--- src/design/pcx_rle_scanline_decoder_top_macros.svh ---
// Assertion helpers for the decoder back end (pcx_back).
`ifndef PCX_RLE_SCANLINE_DECODER_TOP_MACROS_SVH
`define PCX_RLE_SCANLINE_DECODER_TOP_MACROS_SVH

// Same-cycle implication, checked out of reset.
`define PCX_ASSERT_IMPL(lbl, clk, rstn, ante, cons) \
  lbl: assert property (@(posedge clk) disable iff (!rstn) (ante) |-> (cons)) \
    else $error("pcx assertion failed");

// Next-cycle implication, checked out of reset.
`define PCX_ASSERT_NEXT(lbl, clk, rstn, ante, cons) \
  lbl: assert property (@(posedge clk) disable iff (!rstn) (ante) |=> (cons)) \
    else $error("pcx assertion failed");

`endif

--- src/design/pcx_fifo.sv ---
module pcx_fifo #(
  parameter int unsigned WIDTH = 8,
  parameter int unsigned DEPTH = 2
) (
  input  logic             clk_i,
  input  logic             rst_ni,
  input  logic             push_i,
  input  logic [WIDTH-1:0] wdata_i,
  output logic             full_o,
  input  logic             pop_i,
  output logic [WIDTH-1:0] rdata_o,
  output logic             empty_o
);

  localparam int unsigned AW = (DEPTH > 1) ? $clog2(DEPTH) : 1;
  localparam int unsigned CW = $clog2(DEPTH + 1);

  logic [WIDTH-1:0] mem_q [DEPTH];
  logic [AW-1:0]    wr_q, rd_q;
  logic [CW-1:0]    cnt_q;
  logic             do_push, do_pop;

  assign full_o  = (cnt_q == CW'(DEPTH));
  assign empty_o = (cnt_q == '0);
  assign do_push = push_i && !full_o;
  assign do_pop  = pop_i && !empty_o;
  assign rdata_o = mem_q[rd_q];

  // Store the item at the write pointer
  always_ff @(posedge clk_i) begin
    if (do_push) begin
      mem_q[wr_q] <= wdata_i;
    end
  end

  // Advance pointers and fill count
  always_ff @(posedge clk_i or negedge rst_ni) begin
    if (!rst_ni) begin
      wr_q  <= '0;
      rd_q  <= '0;
      cnt_q <= '0;
    end else begin
      if (do_push) begin
        wr_q <= (wr_q == AW'(DEPTH - 1)) ? '0 : wr_q + AW'(1);
      end
      if (do_pop) begin
        rd_q <= (rd_q == AW'(DEPTH - 1)) ? '0 : rd_q + AW'(1);
      end
      if (do_push && !do_pop) begin
        cnt_q <= cnt_q + CW'(1);
      end else if (do_pop && !do_push) begin
        cnt_q <= cnt_q - CW'(1);
      end
    end
  end

endmodule

--- config.mk ---
export PLATFORM = sky130hd
export DESIGN_NAME = pcx_fifo
export DESIGN_NICKNAME = d
export VERILOG_FILES = /design/src/design/pcx_rle_scanline_decoder_top_macros.svh /design/src/design/pcx_fifo.sv
export SDC_FILE = /design/constraint.sdc
export NUM_CORES = 1
export LEC_CHECK = 0
export CELL_PAD_IN_SITES_DETAIL_PLACEMENT = 0
export CELL_PAD_IN_SITES_GLOBAL_PLACEMENT = 1
export CORE_UTILIZATION = 36
export CTS_BUF_LIST = sky130_fd_sc_hd__clkbuf_4 sky130_fd_sc_hd__clkbuf_8
export DETAILED_ROUTE_END_ITERATION = 10
export DONT_BUFFER_PORTS = 1
export GPL_ROUTABILITY_DRIVEN = 0
export GPL_TIMING_DRIVEN = 0
export PLACE_DENSITY_LB_ADDON = 0.1
export SYNTH_ARGS = -nofsm -noshare
export SYNTH_HDL_FRONTEND = slang
export SYNTH_SLANG_ARGS = --single-unit
export TNS_END_PERCENT = 20
--- constraint.sdc ---
create_clock -name clk_i -period 1.8 [get_ports clk_i]
set_input_delay 0.09 -clock clk_i [delete_from_list [all_inputs] [get_ports clk_i]]
set_output_delay 0.09 -clock clk_i [all_outputs]
set_load 0.02 [all_outputs]
### Word level (Yosys, flattened, before mapping)

Memories as Yosys holds them, arrays and structs flattened.
Cells that the tools add are included.

* register bits: 4
* bits in writable memories: 16
* memories: 1

Memory list
* mem_q: depth 2, bits a word 8, read ports 1, clocked after memory_dff 0, write ports 1, RTL line pcx_fifo.sv:18 `logic [WIDTH-1:0] mem_q [DEPTH];`

* multiplexer cells: 6
* add/subtract/negate cells: 4
* equal/unequal tests: 1
* reduce and logical (&&, ||, !) cells: 10

Operators by type and width (number)
* $logic_and A1 B1 Y1: 4
* $logic_not A1 Y1: 4
* $mux W1: 4
* $mux W2: 2
* $add A1 B1 Y1 const B: 2
* $add A2 B1 Y2 const B: 1
* $eq A2 B2 Y1 const B: 1
* $logic_not A2 Y1: 1
* $reduce_bool A2 Y1: 1
* $sub A2 B1 Y2 const B: 1

### Longest topological paths before layout

* depth after elaboration: 7
* mapped depth: 7
* gate-level depth less buffers: 7

### Worst setup path before layout

No wires, ideal clock.

* kind: reg2reg
* start point: register cnt_q[0]
* end point: memory mem_q[0][0] (enable)
* clock period less this slack: 1.392 ns
* path slack: 0.408 ns
* buffers on the path: 0
* setup time: 0.370 ns
* required time: 1.430 ns
* cell stages (with the launch flop): 4
* arrival: 1.022 ns
* cells stage by stage: dfrtp_1 nand2b_1 nand2_2 nor2_1

* word-level cells in the longest chain between the ends: 5

Ends and longest elaborated chain
* start: declaration: RTL line pcx_fifo.sv:20 `logic [CW-1:0] cnt_q;`
* start signal: assignment: RTL line pcx_fifo.sv:50 `cnt_q <= cnt_q + CW'(1);`
* start signal: assignment: RTL line pcx_fifo.sv:52 `cnt_q <= cnt_q - CW'(1);`
* $eq A2 B2 Y1: RTL line pcx_fifo.sv:23 `assign full_o = (cnt_q == CW'(DEPTH));`
* $logic_not A1 Y1: RTL line pcx_fifo.sv:25 `assign do_push = push_i && !full_o;`
* $logic_and A1 B1 Y1: RTL line pcx_fifo.sv:25
* $mux W1: RTL line pcx_fifo.sv:31 `if (do_push) begin`
* $mux W1 (implied by the code): RTL line pcx_fifo.sv:32 `mem_q[wr_q] <= wdata_i;`
* end: declaration: RTL line pcx_fifo.sv:18

No other way between the ends.

### Worst setup path in the final report

* start point: register cnt_q[0]
* end point: memory mem_q[0][7] (enable)

The elaborated chain is that of the path after synthesis.

==> flow_summary.yaml <==
detailed_routing:
  route.vias.total: 389
  drt_iter0_markers: 5
  drc_errors: 0
  route.detailed.wl_per_inst_um: 13.7
  first_pass_iters: 2
  vias_per_cell: 4.58
  antenna_left: 0
  totalWireLength_um: 1170
global_routing:
  grt_util_all_layers_pct: 12.1
  antenna_found_initial: 0
  grt_use_met1_pct: 12.0
  grt_first_pass_wirelength_um: 2030
  grt_start_max_net_pins: 12
  grtUsageMet3_pct: 4.09
  grt_util_met2_pct: 22.2
  grt_most_used_layer: "met2"
  grt_overflow: 0
  grt_pass1_vias: 446
sta:
  maxSlewViolCount: 0
  clock_period_minus_final_worst_setup_slack_ns: 1.62
  finClkSkew_ns: 0.00543
  rsz0062_at_grt: "false"
  tightestPinTransition_ns: 0.675
  finalCritPeriodShare_pct: 90.2
  tns_ns: 0
  timing.slew.headroom_pct: 54.9
  timing.final.hold_violations: 0
  setup_viol_count_final: 0
  clock.fmax_ghz: 0.616
worst_setup_path:
  crit_chain: "nand2b_1 > nand2_2 > nor2_1"
  worst_setup_path_start_kind: "flip-flop"
  critical-path-max-stage-delay_ns: 0.53
  critical_path.slowest_cell: "sky130_fd_sc_hd__nor2_1"
  critical-path-top-delay-family: "simple AND/OR/NAND/NOR gates"
  cp_num_buf_inv: 0
  cp_max_fo: 8
  setup.worst_path.end_class: "flip-flop"
  required_ns: 1.72
  timing_worst_setup_path_type: "reg2reg"
  cp.arrival_ns: 1.55
floorplanning:
  core_region_area_um2: 2000
  pin_count: 22
  die-width_um: 48.6
  design.die.area_um2: 2360
  die_height_um: 48.6
  floorplan.initialDensity_pct: 39.1
  num_rows: 16
logic_synthesis:
  synth_adder_area_share_pct: 1.60
  main_combinational_cell_family_by_area_after_synthesis: "multiplexers"
  synth_simple_gate_area_share_pct: 3.84
  syn-mean-instance-area_um2: 17.8
  synth-warning-count: 0
  syn_area_um2: 782
  syn_nets: 57
  synth.lib_cells_used.distinct: 15
  postSynthCellCount: 44
  yosys.area_share.xor_xnor_pct: 6.56
  muxShareOfSynthArea_pct: 11.5
  ys_seq_elements: 20
  synth_seq_area_share_pct: 74.2
  synth_compound_gate_area_share_pct: 0.640
finish:
  area.growth.synth_to_final_pct: 21.0
  final_util_pct: 47.3
  layout-drive-gt1-share_pct: 15.5
  final_nets: 72
  layout_commonest_cell: "sky130_fd_sc_hd__edfxtp_1"
  num_antenna_cells: 0
  final_cell_mix: "16 x sky130_fd_sc_hd__edfxtp_1, 10 x sky130_fd_sc_hd__dlygate4sd3_1, 6 x sky130_fd_sc_hd__mux2_1"
  postLayoutCellArea_um2: 946
clock_tree:
  ctsResizeCount: 0
  cts.sinks: 20
  cts_max_path_buffers: 2
  cts_htree_levels: 1
  post-cts-setup-buffer-count: 0
  tritoncts.num_buffers: 3
  cts_tree: "yes"
  cts.clk_slew.worst_paths_ns: 0.09
  ctsRootBufferMaster: "sky130_fd_sc_hd__clkbuf_4"
  clock_latency_ns: 0.28
place:
  port-buffer-count: 0
  place_hpwl_um: 844
  postPlaceCellArea_um2: 816
status:
  status: "finished, final reports clean"
job:
  maxCapViolations: 0
min_path:
  min_path_type: "in2reg"
power:
  p_leak_nw: 0.354
  p_per_area_nw_per_um2: 1540
  peakVddDrop_v: 0.000848
routing by layer:
layer  wire, µm  vias to the layer above
li1           -                      186
met1        399                      191
met5          0                        -
met3         74                        0
met4          0                        0
met2        694                       12
flip-flops by register name (all words and copies together) (netlist names):
signal,cells
cnt_q,2
mem_q,16
rd_q,1
wr_q,1
per-stage QoR:
| stage | setup slack [ns] | total power, mW | std cells | hold WS (ns) |
|---|---|---|---|---|
| 2_1_floorplan | 0.408 | 1.15 | 44 | -0.206 |
| 3_3_place_gp | 0.244 | 1.20 | 71 | -0.205 |
| 3_5_place_dp | 0.160 | 1.24 | 71 | -0.205 |
| 4_1_cts | 0.134 | 1.48 | 85 | 0.0250 |
| 5_1_grt | 0.0191 | 1.56 | 85 | 0.0321 |
| 6_report | 0.177 | 1.46 | 85 | 0.0338 |
final cells by class:
| type | count | area (µm²) |
|---|---|---|
| fill | 193 | 1060 |
| clock buffer | 4 | 30.0 |
| buffer | 1 | 5.00 |
| inverter | 2 | 7.51 |
| sequential | 20 | 581 |
| tap | 27 | 33.8 |
| multi-input combinational | 21 | 189 |
| timing repair buffer | 10 | 100 |
final timing paths:
check,start,end,slack (ns),depth (start not counted)
max reg2reg,cnt_q[0],mem_q[0][7],0.18,3
max in group asynchronous,rst_ni,cnt_q[1],1.57,1
min reg2reg,wr_q,wr_q,0.53,1
min,pop_i,rd_q,0.03,2
max,cnt_q[0],mem_q[0][7],0.18,3
min in group asynchronous,rst_ni,rd_q,0.07,1
logic make-up after synthesis:
family	Yosys count
DFF	20
muxes	8
and+or+nand+nor	6
xor gates and xnor gates	5
buffers and inverters	3
AOI/OAI and AO/OA	1
adders and majority gates	1
power breakdown:
part / switching (mW) / total (mW) / leakage, nW / internal [mW]
logic: 0.340 / 0.530 / 0.140 / 0.190
registers: 0.0635 / 0.710 / 0.195 / 0.647
clock network: 0.116 / 0.217 / 0.0184 / 0.101
total: 0.520 / 1.46 / 0.354 / 0.938
what timing repair did:
item	CTS	global route
endpoints found under the setup margin	0	0
hold buffers	10	0
endpoints found under the hold margin	21	0
Yosys cell counts (all sizes together):
| cell type | number | area, µm² |
|---|---|---|
| inv | 2 | 7.51 |
| nand2 | 1 | 6.26 |
| xnor2 | 3 | 33.8 |
| nand2b | 1 | 6.26 |
| edfxtp | 16 | 480 |
| dfrtp | 4 | 100 |
| ha | 1 | 12.5 |
| nor2 | 3 | 11.3 |
| o21ai | 1 | 5.00 |
| xor2 | 2 | 17.5 |
| mux2 | 8 | 90.1 |
| buf | 1 | 5.00 |
| and3 | 1 | 6.26 |
(Power assumes the default switching activity.)
