[src/design/pcx_rle_scanline_decoder_top_macros.svh]
// Assertion helpers for the decoder back end (pcx_back).
`ifndef PCX_RLE_SCANLINE_DECODER_TOP_MACROS_SVH
`define PCX_RLE_SCANLINE_DECODER_TOP_MACROS_SVH

// Same-cycle implication, checked out of reset.
`define PCX_ASSERT_IMPL(lbl, clk, rstn, ante, cons) \
  lbl: assert property (@(posedge clk) disable iff (!rstn) (ante) |-> (cons)) \
    else $error("pcx assertion failed");

// Next-cycle implication, checked out of reset.
`define PCX_ASSERT_NEXT(lbl, clk, rstn, ante, cons) \
  lbl: assert property (@(posedge clk) disable iff (!rstn) (ante) |=> (cons)) \
    else $error("pcx assertion failed");

`endif

[src/design/pcx_pkg.sv]
package pcx_pkg;

  // Configuration register indexes
  typedef enum logic [2:0] {
    CFG_PIXEL_MODE     = 3'd0,
    CFG_RLE_ENABLED    = 3'd1,
    CFG_BYTES_PER_LINE = 3'd2,
    CFG_IMAGE_WIDTH    = 3'd3,
    CFG_IMAGE_HEIGHT   = 3'd4
  } cfg_idx_e;

  // Pixel modes; code 3 is undefined and gives no results
  typedef enum logic [1:0] {
    MODE_MONO    = 2'd0,
    MODE_INDEXED = 2'd1,
    MODE_PLANAR  = 2'd2
  } pix_mode_e;

  // Input item function codes
  typedef enum logic {
    FUNC_PALETTE = 1'b0,
    FUNC_STREAM  = 1'b1
  } func_e;

  // Command kinds passed from front to back
  typedef enum logic {
    CMD_PALETTE = 1'b0,
    CMD_BYTES   = 1'b1
  } cmd_kind_e;

  localparam int unsigned CfgDataW  = 13;
  localparam logic [7:0]  RUN_MARK   = 8'hC0;
  localparam logic [12:0] MAX_HEIGHT = 13'd4096;

  typedef struct packed {
    logic        func;
    logic [7:0]  stream_byte;
    logic [7:0]  palette_index;
    logic [23:0] palette_color;
  } pcx_in_t;

  typedef struct packed {
    logic [7:0]  red;
    logic [7:0]  green;
    logic [7:0]  blue;
    logic [7:0]  mono_bits;
    logic [3:0]  mono_count;
    logic [11:0] column;
    logic [11:0] row;
    logic        end_of_row;
    logic        end_of_image;
    logic        last_of_run;
  } pcx_out_t;

  typedef struct packed {
    logic [1:0]  pixel_mode;
    logic        rle_enabled;
    logic [12:0] bytes_per_line;
    logic [12:0] image_width;
    logic [12:0] image_height;
  } cfg_t;

  typedef struct packed {
    cmd_kind_e   kind;
    logic [7:0]  value;
    logic [5:0]  count;
    logic [7:0]  pal_index;
    logic [23:0] pal_color;
  } cmd_t;

endpackage

[src/design/pcx_front.sv]
module pcx_front (
  input  logic              clk_i,
  input  logic              rst_ni,
  input  logic              push_i,
  output logic              full_o,
  input  pcx_pkg::pcx_in_t  in_item_i,
  input  logic              rle_enabled_i,
  output logic              cmd_push_o,
  output pcx_pkg::cmd_t     cmd_o,
  input  logic              cmd_full_i
);

  logic       accept;
  logic       is_mark;
  logic       awaiting_q, awaiting_d;
  logic [5:0] run_left_q, run_left_d;

  assign full_o  = cmd_full_i;
  assign accept  = push_i && !cmd_full_i;
  assign is_mark = (in_item_i.stream_byte >= pcx_pkg::RUN_MARK);

  // Classify the item: palette write, literal byte, run count or run value
  always_comb begin
    awaiting_d      = awaiting_q;
    run_left_d      = run_left_q;
    cmd_push_o      = 1'b0;
    cmd_o.kind      = pcx_pkg::CMD_BYTES;
    cmd_o.value     = in_item_i.stream_byte;
    cmd_o.count     = 6'd1;
    cmd_o.pal_index = in_item_i.palette_index;
    cmd_o.pal_color = in_item_i.palette_color;
    if (accept) begin
      if (in_item_i.func == pcx_pkg::FUNC_PALETTE) begin
        cmd_o.kind = pcx_pkg::CMD_PALETTE;
        cmd_push_o = 1'b1;
      end else if (!rle_enabled_i) begin
        cmd_push_o = 1'b1;
      end else if (awaiting_q) begin
        // value byte of a pair; an empty count drops the pair
        awaiting_d  = 1'b0;
        run_left_d  = 6'd0;
        cmd_o.count = run_left_q;
        cmd_push_o  = (run_left_q != 6'd0);
      end else if (is_mark) begin
        run_left_d = in_item_i.stream_byte[5:0];
        awaiting_d = 1'b1;
      end else begin
        cmd_push_o = 1'b1;
      end
    end
  end

  // Hold the pending run count
  always_ff @(posedge clk_i or negedge rst_ni) begin
    if (!rst_ni) begin
      awaiting_q <= 1'b0;
      run_left_q <= 6'd0;
    end else begin
      awaiting_q <= awaiting_d;
      run_left_q <= run_left_d;
    end
  end

endmodule

[config.mk]
export PLATFORM = sky130hd
export DESIGN_NAME = pcx_front
export DESIGN_NICKNAME = d
export VERILOG_FILES = /design/src/design/pcx_rle_scanline_decoder_top_macros.svh /design/src/design/pcx_pkg.sv /design/src/design/pcx_front.sv
export SDC_FILE = /design/constraint.sdc
export NUM_CORES = 1
export LEC_CHECK = 0
export ABC_AREA = 1
export BUFFER_PORTS_ARGS = -buffer_cell sky130_fd_sc_hd__buf_2
export CAP_MARGIN = 15
export CORE_AREA = 2 2 51 53
export CTS_BUF_LIST = sky130_fd_sc_hd__clkbuf_4
export CTS_CLUSTER_DIAMETER = 40
export CTS_CLUSTER_SIZE = 14
export DETAILED_ROUTE_END_ITERATION = 8
export DIE_AREA = 0 0 53 55
export HOLD_SLACK_MARGIN = 0.05
export PLACE_DENSITY_LB_ADDON = 0.05
export SETUP_SLACK_MARGIN = 0.4
export SYNTH_ARGS = -nofsm -noshare
export SYNTH_HDL_FRONTEND = slang
export SYNTH_SLANG_ARGS = --single-unit
[constraint.sdc]
create_clock -name clk_i -period 1.1 [get_ports clk_i]
set_input_delay 0.11 -clock clk_i [delete_from_list [all_inputs] [get_ports clk_i]]
set_output_delay 0.11 -clock clk_i [all_outputs]
set_load 0.05 [all_outputs]
======== Word-level counts from Yosys, hierarchy flattened ========
Cells that the tools add are included.
Widths: inputs -> output; s select.
cells by class
  div/mod/pow operators ................... 0
  multiplexer cells ....................... 15
  $lt $le $gt $ge ......................... 1
  add/subtract/negate cells ............... 0
  shift operators ......................... 0
  reduce and logical (&&, ||, !) cells .... 6
  eq/ne operators ......................... 0
  bitwise operators ....................... 0
  $mul .................................... 0
operators with widths
  operator            count
  $mux 6              6
  $mux 1              9
  $ge 8x8->1 const B  1
  $reduce_bool 6->1   1
  $reduce_and 4->1    1
  $reduce_and 3->1    1
  $reduce_bool 2->1   1
  $logic_and 1x1->1   1
  $logic_not 1->1     1
storage, ports and cells
  latch bits .............................. 0
  output and inout port bits .............. 49
  register bits after elaboration ......... 7
  memories ................................ 0
  logic and storage cells ................. 24
  RAM bits ................................ 0
  memory bits (read-only) ................. 0

======== Depth between registers and ports, before layout ========
  depth in word-level cells ............... 6
  mapped depth ............................ 6
  mapped depth without buffers ............ 6

======== Worst setup path after synthesis ========
No wires, ideal clock.
  kind .................................... register -> output
  start ................................... reg awaiting_q
  end ..................................... out cmd_push_o
  buffers on the path ..................... 0
  arrival ................................. 1354 ps
  slack ................................... -364 ps
  cell stages (with the launch flop) ...... 4
  data required time ...................... 990 ps
  cells stage by stage .................... dfrtp_1 > inv_2 > a21oi_2 > a21oi_1
on the way
  longest elaborated chain between the ends .. 4
ends and longest elaborated chain
  what                    RTL line         RTL
  from (decl)             pcx_front.sv:15  logic awaiting_q, awaiting_d;
  from (signal assigned)  pcx_front.sv:59  awaiting_q <= awaiting_d;
  $mux 1                  pcx_front.sv:38  end else if (awaiting_q) begin
  $mux 1                  pcx_front.sv:36  end else if (!rle_enabled_i) begin
  $mux 1                  pcx_front.sv:33  if (in_item_i.func == pcx_pkg::FUNC_PALETTE) begin
  $mux 1                  pcx_front.sv:32  if (accept) begin
  to (decl)               pcx_front.sv:8   output logic cmd_push_o,
Every way passes these cells.

======== Worst setup path after layout ========
Same ends and word-level chain as after synthesis.

==> summary.txt <==
Outcome
  • Outcome: finished with violations
  • Failing checks: setup timing

STA
  • Measured slew at the worst slew-check pin: between 0.2 and 0.3 ns
  • Slew HR: 83.4%
  • Slew Viols, Final: 0
  • Final worst path period need: 1.29 ns
  • RSZ-0062 raised after global routing: true
  • PnR worst setup slack: -0.188 ns
  • Setup Skew: roughly 0.0018 ns
  • Final hold viol count: 0
  • Max Freq: between 700 and 800 MHz
  • Final period util: 117%
  • Final TNS setup: -0.859 ns
  • Hold WS: 0.0942 ns
  • Final Setup Violations: 7

Critical path
  • Crit path largest cell delay: roughly 0.46 ns
  • Crit path from: awaiting_q
  • Most frequent CP cell: a21oi_4
  • Critical Path AT: around 1.2 ns
  • CP required: a little under 1 ns
  • Startpoint Class: flip-flop
  • Largest delay share family, worst path: flip-flops
  • Slowest cell on the critical path: dfrtp_2
  • Worst-path maximum fanout: 4
  • Crit-path cells: inv_2 -> a21oi_4 -> a21oi_4 -> buf_6
  • Crit Path Class: flip-flop to output pin
  • Worst path bufs/invs: 2
  • CP endpoint kind: output pin
  • Worst r2r src: awaiting_q

GRT
  • First-pass GRT wire length: 2.44 mm
  • GRT Resource Usage Total: around an eighth
  • Largest net degree at the start of global routing: 9
  • Vias in the first global route: roughly 540
  • Total congestion overflow: 0
  • Antenna violations before repair: 0

Pwr
  • PD cells: 1020 mW/mm2
  • Logic pwr share: between 30% and 40%
  • Switching Share: a little over a third
  • P_leak: 0.469 nW
  • Clock power frac: roughly 29%
  • Reg power frac: approximately a third
  • Sw power: 0.000339 W
  • Cell-internal power: 0.000600 W
  • VDD IR max: roughly 0.0006 V

Final layout
  • Area of the multi-input gates: about 290 um2
  • Share of layout cells above drive strength 1: between 60% and 70%
  • # fillers: 260
  • Register area: between 150 and 200 um2
  • Number of nets in the layout: 152
  • Area Overhead vs Synth: 26.2%
  • Antenna cells: 0

Synth
  • Synth Instances: 97
  • Largest family of logic cells by synthesized area: buffers and inverters
  • Post-synthesis simple-gate area fraction: 26.9%
  • Yosys warns: 0
  • Adder-Cell Fraction of Synth Area: 0%
  • Netlist cell types: 15
  • Synthesized flop and latch total: 7
  • Synth Area in Compound Gates: 2.58%
  • Multiplexer area fraction after synthesis: 0%
  • Syn Std Cell Area: ~730 um2
  • Sequential share of the synthesized area: 24.1%
  • Syn nets: ~140
  • Post-synthesis xor/xnor area fraction: 0%
  • Syn avg cell area: around 7.5 um2

CTS
  • CTS clock-pin slew for the worst setup and hold paths: roughly 0.06 ns
  • Root buf cell: clkbuf_4
  • Clock Tree Buf Depth: 2
  • Worst-Skew Late Latency: 0.25 ns
  • Num Clock Sinks: 7
  • # H-tree levels: 1
  • Total CTS buffers: 3
  • Clock tree from TritonCTS: done

Die
  • Core area: 0.00236 mm2
  • Die X: around 53 um
  • I/O pins: 95
  • Die Footprint: 0.00292 mm2
  • Die Y-Extent: 55 um
  • Row cnt: 18
  • Initial Util: a little under a third

Route
  • Post-route DRC: 0
  • Drt wl/cell: 10.4 um
  • DR pass1 iterations: 4
  • Vias/cell: between 4 and 5
  • 1st-iter DRT viols: 7
  • Drt total wl: roughly 1.4 mm
  • Post-DRT Antenna Nets: 0
  • Vias after detailed routing: about 540

Run
  • Max cap viols: 0

Placement
  • IO buf count: 30
  • GPL Wtd Cong: 0.690
  • Pre-CTS WS: -0.0455 ns
  • Hpwl dp: roughly 1.2 mm

Worst hold path
  • Hold WC Path Type: primary input to flip-flop
  • Hold wc startpoint: in_item_i[32]
## power by group through the flow
stage	sequential (W)	clock, W	combinational, W
final	0.000315	0.000270	0.000355
after global routing	0.000321	0.000293	0.000387
after CTS	0.000314	0.000276	0.000349
after detailed placement	0.000312	0	0.000314
after global placement	0.000311	0	0.000320
after floorplan	0.000312	0	0.000525
## state kept, by name, indices dropped and copies added, names as in the netlist
register,flops
run_left_q,6
awaiting_q,1
## metal layers
layer | global-route usage [%] | routed length (um) | vias to the layer above | part of all wire (%)
met4 | 7.26 | 19 | 0 | 1.4
met2 | 17.1 | 659 | 34 | 47
met5 | 0 | 0 | - | 0
met1 | 14.8 | 563 | 230 | 40
li1 | - | - | 271 | -
met3 | 4.03 | 165 | 8 | 12
## synthesized netlist by cell type
| cell | number | area share [%] |
|---|---|---|
| a21oi_1 | 1 | 0.69 |
| a21oi_2 | 1 | 1.2 |
| buf_4 | 41 | 42 |
| dfrtp_1 | 7 | 24 |
| inv_1 | 6 | 3.1 |
| inv_2 | 2 | 1.0 |
| nand2_1 | 15 | 7.7 |
| nand2_2 | 2 | 1.7 |
| nand2_4 | 2 | 3.1 |
| nand3_1 | 7 | 4.8 |
| nor2_1 | 8 | 4.1 |
| nor2_2 | 1 | 0.86 |
| nor2_8 | 1 | 2.8 |
| o21ai_1 | 1 | 0.69 |
| or2_1 | 2 | 1.7 |
## cell usage in the layout (no fill, tap or decap), types with 2 or more instances in the layout
master,instances
or2_4,2
nand2_2,2
dfrtp_1,6
nand3_1,6
a21oi_4,2
buf_8,2
buf_2,21
buf_4,11
clkbuf_4,4
nor2_4,5
buf_6,9
nor2_2,2
nand2_1,15
nor2_1,2
inv_1,5
inv_2,2
## logic make-up (layout without fill, tap and decap cells)
group                  after synthesis  in the layout
buffers and inverters               49             57
AND/OR/NAND/NOR                     38             38
flip-flops                           7              7
AO/OA/AOI/OAI                        3              3
## path summary, 6_finish.rpt
path	endpoint	slack, ns	cells after the start
max in group asynchronous	awaiting_q	0.71	2
setup reg to reg	run_left_q[4]	0.05	5
setup / recovery	cmd_push_o	-0.19	4
hold / removal	run_left_q[0]	0.09	3
hold reg to reg	run_left_q[2]	0.57	3
min in group asynchronous	run_left_q[1]	0.21	2
## worst register-to-register path, cell delays in order, from the launching register on
cell	delay [ns]
dfrtp_2	0.46
buf_4	0.15
nor2_2	0.10
buf_6	0.13
nand3_1	0.08
nand2_1	0.06
## through the flow
stage	power, W	utilization [%]	std cells	instance area (um2)
2_1_floorplan	0.000837	-	97	788
3_3_place_gp	0.000630	31.7	127	751
3_5_place_dp	0.000626	31.7	127	751
4_1_cts	0.000939	38.1	134	902
5_1_grt	0.00100	38.8	135	917
6_report	0.000939	38.8	135	917
## final cells by class
class	count	share of cell area, %
inverter	8	3.55
sequential	7	19.2
clock buffer	4	3.27
tap	30	4.09
timing repair buffer	45	38.1
multi-input combinational	41	31.8
## what timing repair did
action | CTS | global route
cloned | 0 | 0
endpoints found under the setup margin | 15 | 15
setup buffers | 2 | 1
hold endpoints to repair | 7 | 0
pin swaps | 4 | 2
gates resized for setup | 25 | 2
hold buffers | 1 | 0
Power figures use the tool's default switching activity.
